File: config.mk
export PLATFORM = sky130hd
export DESIGN_NAME = headset_jack_and_hook_detector_core
export DESIGN_NICKNAME = d
export VERILOG_FILES = /design/src/rtl/core/hjd_pkg.sv /design/src/rtl/core/hjd_detect.sv /design/src/rtl/core/hjd_hook.sv /design/src/rtl/core/headset_jack_and_hook_detector_core.sv
export SDC_FILE = /design/constraint.sdc
export NUM_CORES = 1
export LEC_CHECK = 0
export CORE_MARGIN = 2
export CORE_UTILIZATION = 45
export DETAILED_ROUTE_END_ITERATION = 10
export DONT_BUFFER_PORTS = 1
export SYNTH_ARGS = -nofsm -noshare
export SYNTH_HDL_FRONTEND = slang
export SYNTH_SLANG_ARGS = --single-unit
File: constraint.sdc
create_clock -name clk_i -period 9.5 [get_ports clk_i]
set_clock_uncertainty 0.2 [all_clocks]
set_input_delay 0.475 -clock clk_i [delete_from_list [all_inputs] [get_ports clk_i]]
set_output_delay 0.475 -clock clk_i [all_outputs]
set_load 0.02 [all_outputs]
File: src/rtl/core/hjd_pkg.sv
// Shared types and constants for the headset jack and hook detector.
package hjd_pkg;

  // Counter width default and configuration register width
  localparam int unsigned COUNT_BITS_DEF = 16;
  localparam int unsigned CFG_W          = 16;
  localparam int unsigned CFG_IDX_W      = 2;

  // Configuration register indexes
  localparam logic [CFG_IDX_W-1:0] CFG_SETTLE_PRE  = 2'd0;
  localparam logic [CFG_IDX_W-1:0] CFG_SETTLE_POST = 2'd1;
  localparam logic [CFG_IDX_W-1:0] CFG_HOOK_DEB    = 2'd2;

  // Configuration reset values
  localparam logic [CFG_W-1:0] SETTLE_PRE_RST  = 16'd500;
  localparam logic [CFG_W-1:0] SETTLE_POST_RST = 16'd200;
  localparam logic [CFG_W-1:0] HOOK_DEB_RST    = 16'd100;

  // Jack kind codes
  localparam logic [1:0] KIND_NONE   = 2'd0;
  localparam logic [1:0] KIND_MIC    = 2'd1;
  localparam logic [1:0] KIND_NO_MIC = 2'd2;

  // Key event codes
  localparam logic [1:0] EV_NONE    = 2'd0;
  localparam logic [1:0] EV_PRESS   = 2'd1;
  localparam logic [1:0] EV_RELEASE = 2'd2;

  typedef struct packed {
    logic jack_level;
    logic mic_level;
  } in_item_t;

  typedef struct packed {
    logic [1:0] jack_kind;
    logic       bias_on;
    logic       key_held;
    logic [1:0] key_event;
    logic       kind_changed;
  } out_item_t;

  // Requests from jack detection to the hook logic for one item
  typedef struct packed {
    logic hen_wr;    // write hook enable
    logic hen_val;
    logic skip_wr;   // write skip-next flag
    logic skip_val;
    logic drop_key;  // drop a held key on removal
  } det_ctrl_t;

endpackage

File: src/rtl/core/hjd_detect.sv
// Jack edge handling and the insertion/removal detection sequencer.
module hjd_detect #(
  parameter int unsigned COUNT_BITS = hjd_pkg::COUNT_BITS_DEF
) (
  input  logic                     clk_i,
  input  logic                     rst_ni,
  input  logic                     adv_i,
  input  logic                     jack_i,
  input  logic                     mic_i,
  input  logic [hjd_pkg::CFG_W-1:0] settle_pre_i,
  input  logic [hjd_pkg::CFG_W-1:0] settle_post_i,
  output logic [1:0]               kind_o,
  output logic                     kind_changed_o,
  output logic                     bias_o,
  output hjd_pkg::det_ctrl_t       ctrl_o
);

  localparam int unsigned W = (COUNT_BITS > hjd_pkg::CFG_W) ? COUNT_BITS : hjd_pkg::CFG_W;
  localparam logic [COUNT_BITS-1:0] CNT_MAX = {COUNT_BITS{1'b1}};
  localparam logic [COUNT_BITS-1:0] CNT_ONE = {{(COUNT_BITS-1){1'b0}}, 1'b1};

  localparam logic [1:0] PH_IDLE        = 2'd0;
  localparam logic [1:0] PH_CHECK       = 2'd1;
  localparam logic [1:0] PH_WAIT_BIAS   = 2'd2;
  localparam logic [1:0] PH_WAIT_SAMPLE = 2'd3;

  logic [1:0]            kind_q, kind_d;
  logic [1:0]            phase_q, phase_d;
  logic [COUNT_BITS-1:0] cnt_q, cnt_d, cnt_inc;
  logic                  red_q, red_d;
  logic                  bias_q, bias_d;
  logic                  prev_jack_q;
  logic                  jack_edge;
  logic [W-1:0]          limit;
  logic                  wait_done;
  hjd_pkg::det_ctrl_t    ctrl;

  // Saturating wait counter against the limit of the current phase
  assign cnt_inc   = (cnt_q == CNT_MAX) ? cnt_q : cnt_q + CNT_ONE;
  assign limit     = (phase_q == PH_WAIT_BIAS) ? W'(settle_pre_i) : W'(settle_post_i);
  assign wait_done = (W'(cnt_inc) >= limit) || (cnt_inc == CNT_MAX);
  assign jack_edge = (jack_i != prev_jack_q) && (jack_i != (kind_q != hjd_pkg::KIND_NONE));

  // Next state for one item
  always_comb begin
    kind_d  = kind_q;
    phase_d = phase_q;
    cnt_d   = cnt_q;
    red_d   = red_q;
    bias_d  = bias_q;
    ctrl    = '0;

    if (jack_edge) begin
      ctrl.hen_wr  = 1'b1;
      ctrl.hen_val = 1'b0;
      if (phase_d == PH_IDLE) begin
        phase_d = PH_CHECK;
      end else begin
        red_d = 1'b1;
      end
    end

    if (phase_d == PH_IDLE && red_d) begin
      red_d   = 1'b0;
      phase_d = PH_CHECK;
    end

    unique case (phase_d)
      PH_CHECK: begin
        if (!jack_i) begin
          bias_d      = 1'b0;
          ctrl.hen_wr = 1'b1;
          if (kind_q != hjd_pkg::KIND_NONE) begin
            ctrl.skip_wr  = 1'b1;
            ctrl.skip_val = 1'b1;
            kind_d        = hjd_pkg::KIND_NONE;
            ctrl.hen_val  = 1'b0;
            ctrl.drop_key = 1'b1;
          end else begin
            ctrl.hen_val = 1'b1;
          end
          phase_d = PH_IDLE;
        end else begin
          cnt_d   = '0;
          phase_d = PH_WAIT_BIAS;
        end
      end
      PH_WAIT_BIAS: begin
        cnt_d = cnt_inc;
        if (wait_done) begin
          bias_d  = 1'b1;
          cnt_d   = '0;
          phase_d = PH_WAIT_SAMPLE;
        end
      end
      PH_WAIT_SAMPLE: begin
        cnt_d = cnt_inc;
        if (wait_done) begin
          ctrl.skip_wr  = 1'b1;
          ctrl.skip_val = !mic_i;
          ctrl.hen_wr   = 1'b1;
          ctrl.hen_val  = 1'b1;
          if (kind_q == hjd_pkg::KIND_NONE) begin
            if (jack_i) begin
              if (!mic_i) begin
                kind_d = hjd_pkg::KIND_NO_MIC;
                bias_d = 1'b0;
              end else begin
                kind_d = hjd_pkg::KIND_MIC;
              end
            end else begin
              bias_d = 1'b0;
            end
          end
          cnt_d   = '0;
          phase_d = PH_IDLE;
        end
      end
      default: begin
      end
    endcase
  end

  // Advance state when the item moves on
  always_ff @(posedge clk_i or negedge rst_ni) begin
    if (!rst_ni) begin
      kind_q      <= hjd_pkg::KIND_NONE;
      phase_q     <= PH_CHECK;
      cnt_q       <= '0;
      red_q       <= 1'b0;
      bias_q      <= 1'b0;
      prev_jack_q <= 1'b0;
    end else if (adv_i) begin
      kind_q      <= kind_d;
      phase_q     <= phase_d;
      cnt_q       <= cnt_d;
      red_q       <= red_d;
      bias_q      <= bias_d;
      prev_jack_q <= jack_i;
    end
  end

  assign kind_o         = kind_d;
  assign kind_changed_o = (kind_d != kind_q);
  assign bias_o         = bias_d;
  assign ctrl_o         = ctrl;

endmodule

File: src/rtl/core/hjd_hook.sv
// Hook line debounce timer and media key state.
module hjd_hook #(
  parameter int unsigned COUNT_BITS = hjd_pkg::COUNT_BITS_DEF
) (
  input  logic                     clk_i,
  input  logic                     rst_ni,
  input  logic                     adv_i,
  input  logic                     mic_i,
  input  logic [1:0]               kind_i,
  input  hjd_pkg::det_ctrl_t       ctrl_i,
  input  logic [hjd_pkg::CFG_W-1:0] debounce_i,
  output logic                     key_held_o,
  output logic [1:0]               key_event_o
);

  localparam int unsigned W = (COUNT_BITS > hjd_pkg::CFG_W) ? COUNT_BITS : hjd_pkg::CFG_W;
  localparam logic [COUNT_BITS-1:0] CNT_MAX = {COUNT_BITS{1'b1}};
  localparam logic [COUNT_BITS-1:0] CNT_ONE = {{(COUNT_BITS-1){1'b0}}, 1'b1};

  logic [COUNT_BITS-1:0] cnt_q, cnt_d, cnt_inc;
  logic                  run_q, run_d;
  logic                  hen_q, hen_d;
  logic                  skip_q, skip_d;
  logic                  pressed_q, pressed_d;
  logic                  prev_mic_q;
  logic                  expired;
  logic [1:0]            event_d;

  // Saturating debounce counter
  assign cnt_inc = (cnt_q == CNT_MAX) ? cnt_q : cnt_q + CNT_ONE;
  assign expired = (W'(cnt_inc) >= W'(debounce_i)) || (cnt_inc == CNT_MAX);

  // Apply detection requests, then timer expiry, then hook edge
  always_comb begin
    cnt_d     = cnt_q;
    run_d     = run_q;
    hen_d     = ctrl_i.hen_wr ? ctrl_i.hen_val : hen_q;
    skip_d    = ctrl_i.skip_wr ? ctrl_i.skip_val : skip_q;
    pressed_d = pressed_q;
    event_d   = hjd_pkg::EV_NONE;

    if (ctrl_i.drop_key && pressed_q) begin
      pressed_d = 1'b0;
      event_d   = hjd_pkg::EV_RELEASE;
    end

    if (run_q) begin
      cnt_d = cnt_inc;
      if (expired) begin
        run_d = 1'b0;
        if (kind_i == hjd_pkg::KIND_MIC && hen_d) begin
          if (mic_i) begin
            if (skip_d) begin
              skip_d = 1'b0;
            end else if (pressed_d) begin
              pressed_d = 1'b0;
              event_d   = hjd_pkg::EV_RELEASE;
            end
          end else if (!skip_d && !pressed_d) begin
            pressed_d = 1'b1;
            event_d   = hjd_pkg::EV_PRESS;
          end
        end
      end
    end

    if (mic_i != prev_mic_q && hen_d) begin
      cnt_d = '0;
      run_d = 1'b1;
    end
  end

  // Advance state when the item moves on
  always_ff @(posedge clk_i or negedge rst_ni) begin
    if (!rst_ni) begin
      cnt_q      <= '0;
      run_q      <= 1'b0;
      hen_q      <= 1'b0;
      skip_q     <= 1'b0;
      pressed_q  <= 1'b0;
      prev_mic_q <= 1'b1;
    end else if (adv_i) begin
      cnt_q      <= cnt_d;
      run_q      <= run_d;
      hen_q      <= hen_d;
      skip_q     <= skip_d;
      pressed_q  <= pressed_d;
      prev_mic_q <= mic_i;
    end
  end

  assign key_held_o  = pressed_d;
  assign key_event_o = event_d;

endmodule

File: src/rtl/core/headset_jack_and_hook_detector_core.sv
// Top level of the headset jack and hook detector: handshakes, config and result register.
//
//  Channel  Direction  Handshake                Payload
//  in       input      in_valid_i / in_stall_o   in_data_i  (jack and mic levels)
//  out      output     out_valid_o / out_stall_i out_data_o (kind, bias, key state)
//  cfg      input      cfg_we_i                  cfg_idx_i, cfg_data_i
//
// One item per cycle sustained while the output is not stalled; an item moves from the input
// register to the output register when the result register is free or being drained.
// The rate is set by the single pass through the detection and hook logic.
// Reset clears the counters and flags, starts detection in its check phase and returns the config to defaults.
// A stalled output holds its item; the input register stalls only while it holds an
// item that cannot move on, so a waiting result blocks the input once both registers
// are full.
module headset_jack_and_hook_detector_core #(
  parameter int unsigned COUNT_BITS = hjd_pkg::COUNT_BITS_DEF
) (
  input  logic                          clk_i,
  input  logic                          rst_ni,
  input  logic                          in_valid_i,
  output logic                          in_stall_o,
  input  hjd_pkg::in_item_t             in_data_i,
  output logic                          out_valid_o,
  input  logic                          out_stall_i,
  output hjd_pkg::out_item_t            out_data_o,
  input  logic                          cfg_we_i,
  input  logic [hjd_pkg::CFG_IDX_W-1:0] cfg_idx_i,
  input  logic [hjd_pkg::CFG_W-1:0]     cfg_data_i
);

  logic                      in_valid_q;
  hjd_pkg::in_item_t         in_q;
  logic                      out_valid_q;
  hjd_pkg::out_item_t        out_q, out_d;
  logic                      adv;
  logic [hjd_pkg::CFG_W-1:0] settle_pre_q, settle_post_q, hook_deb_q;
  logic [1:0]                kind_w;
  logic                      kind_changed_w;
  logic                      bias_w;
  logic                      key_held_w;
  logic [1:0]                key_event_w;
  hjd_pkg::det_ctrl_t        det_ctrl;

  // Move the held item on when the result register is free or being drained
  assign adv        = in_valid_q && (!out_valid_q || !out_stall_i);
  assign in_stall_o = in_valid_q && !adv;

  // Configuration registers
  always_ff @(posedge clk_i or negedge rst_ni) begin
    if (!rst_ni) begin
      settle_pre_q  <= hjd_pkg::SETTLE_PRE_RST;
      settle_post_q <= hjd_pkg::SETTLE_POST_RST;
      hook_deb_q    <= hjd_pkg::HOOK_DEB_RST;
    end else if (cfg_we_i) begin
      unique case (cfg_idx_i)
        hjd_pkg::CFG_SETTLE_PRE:  settle_pre_q  <= cfg_data_i;
        hjd_pkg::CFG_SETTLE_POST: settle_post_q <= cfg_data_i;
        hjd_pkg::CFG_HOOK_DEB:    hook_deb_q    <= cfg_data_i;
        default: begin
        end
      endcase
    end
  end

  // Input register
  always_ff @(posedge clk_i or negedge rst_ni) begin
    if (!rst_ni) begin
      in_valid_q <= 1'b0;
    end else if (!in_stall_o) begin
      in_valid_q <= in_valid_i;
    end
  end

  always_ff @(posedge clk_i) begin
    if (in_valid_i && !in_stall_o) begin
      in_q <= in_data_i;
    end
  end

  hjd_detect #(
    .COUNT_BITS(COUNT_BITS)
  ) u_detect (
    .clk_i         (clk_i),
    .rst_ni        (rst_ni),
    .adv_i         (adv),
    .jack_i        (in_q.jack_level),
    .mic_i         (in_q.mic_level),
    .settle_pre_i  (settle_pre_q),
    .settle_post_i (settle_post_q),
    .kind_o        (kind_w),
    .kind_changed_o(kind_changed_w),
    .bias_o        (bias_w),
    .ctrl_o        (det_ctrl)
  );

  hjd_hook #(
    .COUNT_BITS(COUNT_BITS)
  ) u_hook (
    .clk_i      (clk_i),
    .rst_ni     (rst_ni),
    .adv_i      (adv),
    .mic_i      (in_q.mic_level),
    .kind_i     (kind_w),
    .ctrl_i     (det_ctrl),
    .debounce_i (hook_deb_q),
    .key_held_o (key_held_w),
    .key_event_o(key_event_w)
  );

  // Assemble the result item
  always_comb begin
    out_d.jack_kind    = kind_w;
    out_d.bias_on      = bias_w;
    out_d.key_held     = key_held_w;
    out_d.key_event    = key_event_w;
    out_d.kind_changed = kind_changed_w;
  end

  // Result register
  always_ff @(posedge clk_i or negedge rst_ni) begin
    if (!rst_ni) begin
      out_valid_q <= 1'b0;
    end else if (adv) begin
      out_valid_q <= 1'b1;
    end else if (!out_stall_i) begin
      out_valid_q <= 1'b0;
    end
  end

  always_ff @(posedge clk_i) begin
    if (adv) begin
      out_q <= out_d;
    end
  end

  assign out_valid_o = out_valid_q;
  assign out_data_o  = out_q;

`ifndef NO_ASSERTIONS
  // A held item must stall the input while the result register is blocked
  a_stall_when_blocked: assert property (@(posedge clk_i) disable iff (!rst_ni)
    in_valid_q && out_valid_q && out_stall_i |-> in_stall_o)
    else $error("input not stalled while result register blocked");

  // A processed item always lands in the result register
  a_adv_fills_out: assert property (@(posedge clk_i) disable iff (!rst_ni)
    adv |=> out_valid_q)
    else $error("processed item lost");

  // A held key only exists with a headset that has a mic
  a_held_needs_mic: assert property (@(posedge clk_i) disable iff (!rst_ni)
    out_valid_o && out_data_o.key_held |-> out_data_o.jack_kind == hjd_pkg::KIND_MIC)
    else $error("key held without mic headset");

  // A press report leaves the key held
  a_press_holds: assert property (@(posedge clk_i) disable iff (!rst_ni)
    out_valid_o && out_data_o.key_event == hjd_pkg::EV_PRESS |-> out_data_o.key_held)
    else $error("press reported without key held");
`endif

endmodule

# Yosys cells after proc, flatten, opt, wreduce, memory -nomap -nowiden
# Cells that the tools add are included.
# Widths: inputs -> output; s select.
[word_totals] reg_bits=103 inputBits=25 output_inout_bits=9
[classes] addsub=2 n_lt_le_gt_ge=2 n_eq_ne=17 n_mux=65 reduce_logical=32
[ops] cell="$mux 16" n=7
[ops] cell="$eq 16x16->1 const B" n=4
[ops] cell="$mux 2" n=21
[ops] cell="$add 16x1->16 const B" n=2
[ops] cell="$ge 16x16->1" n=2
[ops] cell="$pmux 16 s2" n=1
[ops] cell="$mux 1" n=29
[ops] cell="$logic_and 1x1->1" n=9
[ops] cell="$eq 2x2->1 const B" n=4
[ops] cell="$logic_not 2->1" n=4
[ops] cell="$pmux 4 s2" n=1
[ops] cell="$reduce_and 2->1" n=4
[ops] cell="$logic_not 1->1" n=7
[ops] cell="$eq 2x1->1 const B" n=3
[ops] cell="$pmux 2 s3" n=1
[ops] cell="$reduce_bool 2->1" n=3
[ops] cell="$mux 5" n=1
[ops] cell="$mux 4" n=1
[ops] cell="$pmux 2 s2" n=1
[ops] cell="$logic_or 1x1->1" n=3
[ops] cell="$mux 3" n=1
[ops] cell="$ne 1x1->1" n=3
[ops] cell="$pmux 1 s3" n=1
[ops] cell="$reduce_and 3->1" n=1
[ops] cell="other kinds (4)" n=4

# Longest topological paths before layout
[logic_depth] ltp_word=18 depth_mapped=19 mapped_depth_nobuf=16

# Cells and area by module
# From an unflattened synthesis, not the netlist that was laid out.
[unflattened] hier_cells=644 area_unflattened_um2=6531.3
[modules_own_cells] module="hjd_detect" n_inst=1 cells_each=279 area_per_inst_um2=2368.5
[modules_own_cells] module="headset_jack_and_hook_detector_core" n_inst=1 cells_each=119 area_per_inst_um2=2187.1
[modules_own_cells] module="hjd_hook" n_inst=1 cells_each=246 area_per_inst_um2=1975.6

# Worst setup path after synthesis
# No wires, ideal clock.
[synth_timing] kind="reg2reg" from="register u_detect.cnt_q[1]" to="register out_q, in the netlist out_data_o[3] (data pin)" arrival_ns=3.833 required_ns=9.038 setup_slack_ns=5.205 stages_incl_launch_ff=18 path_buffers=2 cell_sequence="dfrtp_1 ha_1 and4_1 buf_2 nand4_1 clkbuf_1 nand4_1 xnor2_1 ha_1 o21a_1 o211ai_1 a211o_1 o21ai_0 a21oi_1 nor3_4 mux2i_1 nand2b_4 mux2_1"
[synth_via] elab_chain_len=14 elab_cells_between_ends=22 classes_between="1 x add/sub; 1 x order compare; 3 x eq/ne; 13 x mux; 4 x reduce/logical"
[synth_lines] item="start: declaration" line="hjd_detect.sv:29" source="logic [COUNT_BITS-1:0] cnt_q, cnt_d, cnt_inc;"
[synth_lines] item="start signal: assignment" line="hjd_detect.sv:136" source="cnt_q <= cnt_d;"
[synth_lines] item="$add 16x1->16 / $eq 16x16->1 (equally long branches)" line="hjd_detect.sv:39" source="assign cnt_inc = (cnt_q == CNT_MAX) ? cnt_q : cnt_q + CNT_ONE;"
[synth_lines] item="$mux 16 (*)" line="hjd_detect.sv:39"
[synth_lines] item="$ge 16x16->1 / $eq 16x16->1 (equally long branches)" line="hjd_detect.sv:41" source="assign wait_done = (W'(cnt_inc) >= limit) || (cnt_inc == CNT_MAX);"
[synth_lines] item="$logic_or 1x1->1 (*)" line="hjd_detect.sv:41"
[synth_lines] item="$mux 4" line="hjd_detect.sv:98" source="if (wait_done) begin"
[synth_lines] item="$pmux 4 s2" line="hjd_detect.sv:68" source="unique case (phase_d)"
[synth_lines] item="$mux 1" line="hjd_hook.sv:38" source="skip_d = ctrl_i.skip_wr ? ctrl_i.skip_val : skip_q;"
[synth_lines] item="$logic_not 1->1" line="hjd_hook.sv:59" source="end else if (!skip_d && !pressed_d) begin"
[synth_lines] item="$logic_and 1x1->1" line="hjd_hook.sv:59"
[synth_lines] item="$mux 1" line="hjd_hook.sv:59"
[synth_lines] item="$mux 1" line="hjd_hook.sv:52" source="if (mic_i) begin"
[synth_lines] item="$mux 1 (*)" line="hjd_hook.sv:51" source="if (kind_i == hjd_pkg::KIND_MIC && hen_d) begin"
[synth_lines] item="$mux 1 (*)" line="hjd_hook.sv:49" source="if (expired) begin"
[synth_lines] item="$mux 1 (*)" line="hjd_hook.sv:47" source="if (run_q) begin"
[synth_lines] item="named net key_held_w" line="headset_jack_and_hook_detector_core.sv:40" source="logic key_held_w;"
[synth_lines] item="end signal: assignment" line="headset_jack_and_hook_detector_core.sv:132" source="out_q <= out_d;"
[synth_lines] item="end: declaration" line="headset_jack_and_hook_detector_core.sv:34" source="hjd_pkg::out_item_t out_q, out_d;"
# Mark *: on every way through the listed nets, which the timed path passes. The rest lies on a longest branch.
# A chain may end at the register's enable or synchronous reset.

# Worst setup path in the final report
[layout_timing] from="register u_detect.cnt_q[0]" to="register u_detect.cnt_q[0]"
[layout_via] elab_chain_len=6 elab_cells_between_ends=8 classes_between="1 x add/sub; 1 x order compare; 2 x eq/ne; 3 x mux; 1 x reduce/logical"
[layout_lines] item="$add 16x1->16 / $eq 16x16->1 (equally long branches)" line="hjd_detect.sv:39"
[layout_lines] item="$mux 16 (*)" line="hjd_detect.sv:39"
[layout_lines] item="$ge 16x16->1 / $eq 16x16->1 (equally long branches)" line="hjd_detect.sv:41"
[layout_lines] item="$logic_or 1x1->1" line="hjd_detect.sv:41"
[layout_lines] item="$mux 16 (*)" line="hjd_detect.sv:90, hjd_detect.sv:98"
[layout_lines] item="$pmux 16 s2 (*)" line="hjd_detect.sv:68"
# Every way passes the cells marked *; elsewhere a longest branch is shown, timed or not.

==> flow_summary.toml <==
[detailed_routing]
wirelength_mm = 14.41
first_pass_iters = 7
first_iter_violations = 426
wl_per_cell_um = 18.31
vias = 4723
drcViolationCount = 0
via_per_inst = 6.001
ant_nets = 0

[synthesis]
synth_commonest_cells = "dfrtp_1 (80), mux2_2 (56), nand2_1 (38)"
synthFlopType = "dfrtp_1"
synth_fp_nets = 677
yosysMostFrequentCell = "dfrtp_1"
ys_warn_count = 0
synth_seq_cells = 103
synth.cell_area_um2 = 6342
syn_area_per_cell_um2 = 10.30
synth_largest_area_cell = "dfrtp_1"
async_reset_ff_share_pct = 91.26
synth_top_area_share_pct = 31.56
yosysSeqAreaShare_pct = 41.63
synthTopCellsByArea = "dfrtp_1 (32%), mux2_2 (9.9%), ha_1 (7.1%), dfstp_2 (5.8%), edfxtp_1 (4.3%)"
netlist_instances = 616
synth.distinct_cells = 72
synth_edf_count = 9

[critical_path]
worst-path-stages = 15
worstPathMaxFanout = 15
r2r-start = "u_detect.cnt_q[0]"
crit_chain = "ha_1 -> and4_1 -> nand4_1 -> nand3_1 -> xnor2_1 -> ha_1 -> a211oi_1 -> o21ai_0 -> a21oi_1 -> o21ai_0 -> a21oi_1 -> or2_1 -> and3_1 -> inv_1 -> o21ai_0"
start_kind = "register"
worst_path_largest_cell_delay_ns = 0.57
cp_slowest_cell = "and3_1"
crit_start = "u_detect.cnt_q[0]"
path_class = "reg2reg"
r2r_setup_slack_ns = 4.36
r2r_end = "u_detect.cnt_q[0]"
crit_arrival_ns = 5.20
cp_top_family = "simple AND/OR/NAND/NOR gates"
required_ns = 9.56
worst-path-buf-inv = 1
critPathCapture = "u_detect.cnt_q[0]"
r2r_cells = 15
critPathCaptureType = "register"
critPathMostFrequentCell = "o21ai_0"

[layout]
diodes = 0
nets = 663
syn2layout_area_growth_pct = 6.668
seq_area_um2 = 2640
nFillCells = 1280
multi_input_area_um2 = 3410
fin_util_pct = 48.93
layout-drive-gt1-share_pct = 18.12
fin_cells = 787

[power_and_ir_drop]
ir_drop_mv = 0.1296
powerDensity_nw_per_um2 = 186.8
power_leakage_nw = 2.920

[floorplanning]
start_util_pct = 45.87
die_x_um = 122.7
core_um2 = 13830
die_area_um2 = 15060
ios = 34
dieHeight_um = 122.7
num_rows = 43

[global_route]
grt_overflow = 0
grt_antenna_before_repair = 0
grt_use_total_pct = 20.74
grt_max_degree = 95
grt_first_pass_wirelength_mm = 24.18
grt_pass1_vias = 4639

[timing]
holdWs_ns = 0.03706
rsz0062_at_grt = "no"
worst_pin_slew_ns = 1.177
finalHoldViolCount = 0
setup_viol = 0
tns_ns = 0
post-route-period-util_pct = 54.08
fin_crit_ns = 5.138
drv_slew = 0
max-slew-margin-rel_pct = 20.98
max_freq_mhz = 194.6

[cts]
cts.path.max_buffers = 2
clk_latency_ns = 0.36
h-tree-depth = 3
tritoncts = "yes"
clk_pin_slew_worst_paths_ns = 0.07
clock_tree.root_cell = "clkbuf_16"
cts.sink_count = 103
cts.repair.resized = 0
cts_inserted_buffers = 9

[placement]
io_buffer_count = 0
gp_congestion = 0.9111
place_hpwl_mm = 10.48
post-place-cells = 767

[min_path]
hold_path_depth = 1
min_from = "in_valid_i"
holdCritPathClass = "in2reg"

[run_status]
status = "complete, no violations"

[job]
max_cap_viol_count = 0
## power by group
group	internal (mW)	switching, mW	total, mW	leakage, nW
clock	0.181	0.177	0.358	0.139
sequential	0.518	0.0783	0.597	1.24
combinational	0.146	0.163	0.309	1.54
## metrics by stage
stage,setup slack (ns),instance area [um^2],total power [mW]
floorplan,5.205,6342,0.8324
global placement,4.669,6429,0.8871
detailed placement,4.444,6429,0.9032
CTS,4.403,6765,1.277
global route,3.898,6765,1.346
finish,4.362,6765,1.264
## worst min-delay path by stage
stage / end
final: in_valid_q
after global routing: in_valid_q
after CTS: in_valid_q
after detailed placement: u_detect.cnt_q[14]
after global placement: u_detect.cnt_q[11]
after floorplan: hook_deb_q[0]
## layout make-up
| type | instances | share of cell area, % |
|---|---|---|
| clock buffer | 9 | 3.329 |
| clock inverter | 7 | 0.7953 |
| inverter | 37 | 2.053 |
| multi-input combinational | 445 | 50.40 |
| sequential | 103 | 39.02 |
| tap | 180 | 3.329 |
| timing repair buffer | 6 | 1.073 |
## placed cells by master, fill, tap and decap left out, drive strengths merged, types with 21 or more instances in the layout
cell / Yosys / final
dfrtp: 80 / 80
mux2: 57 / 57
inv: 36 / 41
o21ai: 40 / 40
nand2: 39 / 39
ha: 36 / 36
nor2: 25 / 25
a22o: 24 / 24
a21oi: 23 / 23
nand3: 21 / 21
## registers in the layout, summed over array words and instances, names as in the netlist
register,count
hook_deb_q,16
in_q,2
in_valid_q,1
out_data_o,7
out_valid_o,1
settle_post_q,16
settle_pre_q,16
u_detect.bias_q,1
u_detect.cnt_q,16
u_detect.kind_q,2
u_detect.phase_q,2
u_detect.prev_jack_q,1
u_detect.red_q,1
u_hook.cnt_q,16
u_hook.hen_q,1
u_hook.pressed_q,1
u_hook.prev_mic_q,1
u_hook.run_q,1
u_hook.skip_q,1
## cells by family (layout without fill, tap and decap cells)
logic type | after synthesis | after routing | share of synthesized area [%]
simple gates | 170 | 170 | 14.89
compound gates | 145 | 145 | 16.04
flops | 103 | 103 | 41.63
mux | 76 | 76 | 13.12
buf+inv | 68 | 59 | 4.734
fa+ha+maj | 36 | 36 | 7.102
xor+xnor | 18 | 18 | 2.486
## timing repair
item	CTS	global route
buffers inserted	0	0
endpoints found under the hold margin	96	0
hold buffers	4	0
## layer usage
metal,track usage (%),vias to the layer above,wire length (um)
li1,-,2269,-
met1,27.77,2308,6644
met2,33.15,128,6909
met3,3.903,18,602
met4,8.261,0,253
met5,0,-,0
Note: power is estimated with default switching activity, not from simulation.
